[src/hdl/ofl_pkg.sv]
package ofl_pkg;

	// defaults for the top level parameters
	localparam int DEF_NUM_BLOCKS = 1024;
	localparam int DEF_NUM_OWNERS = 3;
	localparam int DEF_MAX_GRANT  = 64;

	// field widths fixed by the stream format
	localparam int FUNC_W  = 2;
	localparam int OWNER_W = 2;
	localparam int INDEX_W = 10;
	localparam int COUNT_W = 7;
	localparam int STAT_W  = 3;
	localparam int OBLK_W  = 11;

	// tdata widths, padded to whole bytes
	localparam int IN_TW  = 24;
	localparam int OUT_TW = 24;

	typedef enum logic [FUNC_W-1:0] {
		FN_ALLOC = 2'd0,
		FN_CLAIM = 2'd1,
		FN_FREE  = 2'd2,
		FN_RSVD  = 2'd3
	} func_t;

	typedef enum logic [STAT_W-1:0] {
		STS_OK       = 3'd0,
		STS_NONE     = 3'd1,
		STS_OWNER    = 3'd2,
		STS_NOT_FREE = 3'd3,
		STS_MISMATCH = 3'd4
	} status_t;

	// one result word from the sequencer to the output register
	typedef struct packed {
		logic                last;
		logic [OBLK_W-1:0]   owner_blocks;
		status_t             status;
		logic [INDEX_W-1:0]  block;
	} res_t;

endpackage

[src/hdl/ofl_obuf.sv]
module ofl_obuf (
	input  logic                          clk,
	input  logic                          arst_n,
	input  logic                          res_valid,
	output logic                          res_ready,
	input  ofl_pkg::res_t                 res,
	output logic                          out_valid,
	input  logic                          out_ready,
	output logic [ofl_pkg::OUT_TW-1:0]    out_data,
	output logic                          out_last
);

	import ofl_pkg::*;

	res_t word_q;
	logic valid_q;

	assign res_ready = !valid_q || out_ready;
	assign out_valid = valid_q;
	assign out_data  = OUT_TW'({word_q.owner_blocks, word_q.status, word_q.block});
	assign out_last  = word_q.last;

	always_ff @(posedge clk or negedge arst_n) begin
		if (!arst_n) begin
			valid_q <= 1'b0;
		end else if (res_ready) begin
			valid_q <= res_valid;
		end
	end

	always_ff @(posedge clk) begin
		if (res_ready && res_valid) begin
			word_q <= res;
		end
	end

endmodule

[config.mk]
export PLATFORM = sky130hd
export DESIGN_NAME = ofl_obuf
export DESIGN_NICKNAME = d
export VERILOG_FILES = /design/src/hdl/ofl_pkg.sv /design/src/hdl/ofl_obuf.sv
export SDC_FILE = /design/constraint.sdc
export NUM_CORES = 1
export LEC_CHECK = 0
export BUFFER_PORTS_ARGS = -buffer_cell sky130_fd_sc_hd__buf_2
export CAP_MARGIN = 0
export CORE_MARGIN = 5
export CORE_UTILIZATION = 37
export CTS_BUF_LIST = sky130_fd_sc_hd__clkbuf_8
export DETAILED_ROUTE_END_ITERATION = 12
export PLACE_DENSITY = 0.76
export SYNTH_ARGS = -nofsm -noshare
export SYNTH_HDL_FRONTEND = slang
export SYNTH_SLANG_ARGS = --single-unit
[constraint.sdc]
create_clock -name clk -period 1.25 [get_ports clk]
set_clock_uncertainty 0.15 [all_clocks]
set_input_delay 0.0625 -clock clk [delete_from_list [all_inputs] [get_ports clk]]
set_output_delay 0.0625 -clock clk [all_outputs]
set_load 0.02 [all_outputs]
=== Word level (Yosys, flattened, before mapping) ===
Cells that the tools add are included.

* $add $sub $neg: 0
* $mul: 0
* Div/mod/pow operators: 0
* Order comparisons: 0
* Equality and inequality tests: 0
* Shifts and indexed selects: 0
* Multiplexer cells: 0
* Bitwise logic cells: 0
* Reduce and logical (&&, ||, !) cells: 3

{| class="wikitable"
|+ Operators by type and width
! operator !! number
|-
| $logic_and A1 B1 Y1 || 1
|-
| $logic_not A1 Y1 || 1
|-
| $logic_or A1 B1 Y1 || 1
|}

* Flip-flop bits (word level): 26
* Latch bits: 0
* RAM bits: 0
* ROM bits: 0
* Output and inout port bits: 27
* Logic and storage cells: 8
* Memories kept: 0

=== Longest topological paths before layout ===
* Depth in word-level cells: 3
* Depth in mapped cells: 2
* Mapped depth without buffers: 2

=== Worst setup path before layout ===
OpenSTA, ideal clock, no wires.

* Path kind: register to register
* From: register valid_q, in the netlist out_valid
* To: register word_q (netlist bit out_data[0]) (enable)
* Library setup time: 0.328 ns
* Data arrival time: 0.910 ns
* Slack: -0.138 ns
* Stages on the path, launching flop included: 3
* Cells stage by stage: dfrtp_1 > nand2b_4 > and2_4

* Longest elaborated chain between the ends: 3

{| class="wikitable"
|+ Ends and longest elaborated chain
! what !! RTL line !! RTL
|-
| from (decl) || ofl_obuf.sv:16 || <nowiki>logic valid_q;</nowiki>
|-
| from (signal assigned) || ofl_obuf.sv:27 || <nowiki>valid_q <= res_valid;</nowiki>
|-
| $logic_not A1 Y1 || ofl_obuf.sv:18 || <nowiki>assign res_ready = !valid_q || out_ready;</nowiki>
|-
| $logic_or A1 B1 Y1 || ofl_obuf.sv:18 ||
|-
| named net res_ready || ofl_obuf.sv:5 || <nowiki>output logic res_ready,</nowiki>
|-
| $logic_and A1 B1 Y1 || ofl_obuf.sv:32 || <nowiki>if (res_ready && res_valid) begin</nowiki>
|-
| to (signal assigned) || ofl_obuf.sv:33 || <nowiki>word_q <= res;</nowiki>
|-
| to (decl) || ofl_obuf.sv:15 || <nowiki>res_t word_q;</nowiki>
|}

The timed path passes the listed nets, and every way through them passes these cells.
A chain may end at the register's enable or synchronous reset.

=== Final worst setup path ===
* From: register valid_q, in the netlist out_valid
* To: register word_q (netlist bit out_data[20]) (enable)

* Longest elaborated chain between the ends: 3

{| class="wikitable"
|+ Ends and longest elaborated chain
! what !! RTL line
|-
| $logic_not A1 Y1 || ofl_obuf.sv:18
|-
| $logic_or A1 B1 Y1 || ofl_obuf.sv:18
|-
| $logic_and A1 B1 Y1 || ofl_obuf.sv:32
|}

Every way passes these cells.

==> impl_summary.txt <==
----------------------------------------------------
[Place]
  Dpl ws ... -0.0563 ns
  Instance area after placement ... 0.00112 mm^2
  Final weighted congestion in routability-driven placement ... 0.721
  # placed instances ... 112
  I/O Buffers ... 55

[Critical path]
  CP Capture Type ... flop
  Depth of the most critical reg-to-reg path ... 2
  Critical Path Max Stage Delay ... 0.43 ns
  Category of the most critical setup path ... reg2reg
  Worst reg2reg path startpoint ... out_valid
  Required time worst endpoint ... approximately 1.1 ns
  R2R Path End ... out_data[20]
  Max FO, Critical Path ... 13
  Worst-path cell chain ... nand2b_4 > and2_4
  Startpoint type of the worst setup path ... flop
  Bufs and invs on worst path ... 0
  Master of the slowest instance on the critical path ... dfrtp_2
  Data arrival time of the critical path ... 1.02 ns
  Worst reg2reg setup slack ... 0.04 ns
  Largest delay share family, worst path ... flip-flops

[Clocking]
  Total number of H-tree levels ... 1
  Clk Tree Root Cell ... clkbuf_8
  Number of buffers added for setup after CTS ... 0
  Number of buffers inserted during clock tree synthesis ... 3
  Maximum clock insertion buffer count ... 2
  Clock transition at the registers of the reported paths ... 0.09 ns
  Clock tree sinks ... 26
  Clock tree from TritonCTS ... yes
  Latest clock arrival within the worst-skew pair ... ~0.26 ns

[Detailed routing]
  Pre-antenna DRT Iters ... 4
  Iteration-0 DRC count of the detailed router ... 14
  Remaining routing DRC violations ... 0
  Overall via count from detail_route ... approximately 600
  Vias per cell ... 4.16
  ANT nets after route ... 0
  Sum of routed wire length over all layers ... 2150 um
  Post-DR wirelength/cell ... 14.8 um

[Die]
  # rows ... 16
  Core Box Area ... 0.00202 mm^2
  I/O pin cnt ... 56
  Vertical die dimension ... 56.6 um
  Initial standard-cell utilization of the core ... 0.398
  Die outline area ... 0.00321 mm^2
  Horiz. Die Dim ... about 57 um

[Global route]
  GRT overflow ... 0
  Number of global-route vias before repair ... 662
  Initial antenna violation count ... 0
  GRT Util Overall ... 0.136
  Maximum number of pins on one net before global-route repair ... 16
  First-pass GRT wire length ... 3290 um

[Timing]
  Final critical path time including I/O delays and setup ... 1.21 ns
  Fmax ... 829 MHz
  Headroom to the max-slew limit ... 0.882
  Pin slew with the least headroom to its limit ... 0.177 ns
  Final hold slack ... roughly 0.023 ns
  Max-slew violation count ... 0
  Final worst-path cycle share ... 0.965
  Final hold violation count ... 0
  RSZ-0062 raised after global routing ... yes
  Final Setup Violations ... 0
  Slack of the critical path ... approximately 0.044 ns

[Synth]
  Combinational family with the most area after synthesis ... simple AND/OR/NAND/NOR gates
  Synthesized netlist net count ... 58
  Post-Synth Adder-Cell Area ... 0
  Share of the synthesized area in the top cell type ... 0.933
  Number of cells produced by synthesis ... 29
  Largest area contributor in the synthesized netlist ... edfxtp_1
  Proportion of synthesized area in mux cells ... 0
  Area fraction in compound gates after synthesis ... 0
  Post-Syn Area ... 805 um^2
  Number of distinct standard cells referenced by the synthesized netlist ... 5
  Synthesized area divided by synthesized cell count ... about 28 um^2
  Proportion of synthesized chip area in sequential cells ... 0.964
  Number of synthesis warnings ... 0
  Fraction of synthesized cell area in xor and xnor cells ... 0
  Synthesized-area fraction occupied by and/or/nand/nor cells ... 0.0358
  Cell types occupying the most area after synthesis ... edfxtp_1 (93%), dfrtp_1 (3.1%), nand2b_4 (1.7%), and2_4 (1.1%), nand2b_1 (0.78%)
  Count of state elements after synthesis ... 26

[Final layout]
  Antenna fix cells ... 0
  Net total in the final layout ... 148
  Fill cell total of the finished layout ... approximately 130
  Layout area overhead ... 85.1%
  Most frequent standard cell in the layout excluding fill and tap cells ... buf_2
  Fraction of final layout cells sized beyond drive strength 1 ... 0.542
  Design Area, Final ... 0.00149 mm^2
  Commonest cells after routing, fill and taps aside ... buf_2 (54), dlygate4sd3_1 (28), edfxtp_1 (25)
  Finished Layout Cells ... 145

[Min path]
  Hold/Removal Path Class ... in2reg
  Min-Delay Startpoint ... out_ready
  Worst hold path stage count ... 4
  Sink of the worst hold path ... out_valid

[Status]
  Result of the run ... completed

[Power]
  Power Density ... 1320 mW/mm^2
  Internal Dissipation ... 1570 uW
  Part of the total power dissipated in sequential elements ... 0.523
  Final total power ... 1960 uW
  Static Leakage ... 0.000644 uW
  Clock power share ... 0.344
  Peak VDD IR ... 1.27 mV
  Net Switching ... 388 uW
  Combinational share of power ... 0.134
  Switching power as a share of total power ... 0.198

[Run]
  Max_cap viols ... 0

----------------------------------------------------
what timing repair did:
| action | 4_1_cts | 5_1_grt |
|---|---|---|
| pin swaps | 0 | 0 |
| gates resized for setup | 1 | 2 |
| endpoints found under the setup margin | 25 | 1 |
| endpoints found under the hold margin | 27 | 0 |
| cloned | 1 | 0 |
| hold buffers | 28 | 0 |
worst min-delay path, delay by kind of cell:
kind | cells | cell delay [ns]
buffers and inverters | 2 | 0.19
and+or+nand+nor | 2 | 0.17
sequential cells by signal, summed over array words and instances (netlist names):
signal,flops
out_data,24
out_last,1
out_valid,1
per-layer routing:
metal  global-route usage  wire, um  vias up
li1                     -         -      291
met1                0.153       766      289
met2                0.259      1250       21
met3               0.0298       128        2
met4               0.0305         7        0
met5                    0         0        -
metrics by stage:
stage          utilization  setup TNS (ns)
2_1_floorplan            -           -2.58
3_3_place_gp         0.555          -0.741
3_5_place_dp         0.555           -1.39
4_1_cts              0.733               0
5_1_grt              0.736        -0.00248
6_report             0.736               0
Yosys cell counts:
cell and instances:
dfrtp_1 1, edfxtp_1 25, nand2b_4 1, nand2b_1 1
and2_4 1
logic make-up (layout without fill, tap and decap cells):
kind of cell	after synthesis	after routing
and+or+nand+nor	3	4
DFF	26	26
buffers and inverters	0	88
worst max path at each step:
stage	startpoint	slack, ns	depth (start not counted)	to
6_report	out_valid	0.04	2	out_data[20]
5_1_grt	out_valid	-0.002	3	res_ready
4_1_cts	out_valid	0.005	3	res_ready
3_5_place_dp	out_valid	-0.06	2	out_data[21]
3_3_place_gp	out_valid	-0.03	2	out_data[22]
2_1_floorplan	out_valid	-0.10	2	out_data[0]
power groups by stage:
| stage | sequential [uW] | combinational, uW | clock [uW] |
|---|---|---|---|
| 3_3_place_gp | 1040 | 182 | 0 |
| 2_1_floorplan | 1110 | 26.4 | 0 |
| 4_1_cts | 1020 | 259 | 676 |
| 5_1_grt | 1030 | 279 | 725 |
| 3_5_place_dp | 1040 | 184 | 0 |
| 6_report | 1020 | 262 | 674 |
final cells by class:
type                       count  area [um^2]  share of cell area
timing repair buffer          84          569               0.382
multi-input combinational      4         37.5              0.0252
sequential                    26          777               0.522
clock inverter                 1         30.0              0.0202
tap                           27         33.8              0.0227
clock buffer                   3         41.3              0.0277
Power figures use the tool's default switching activity.
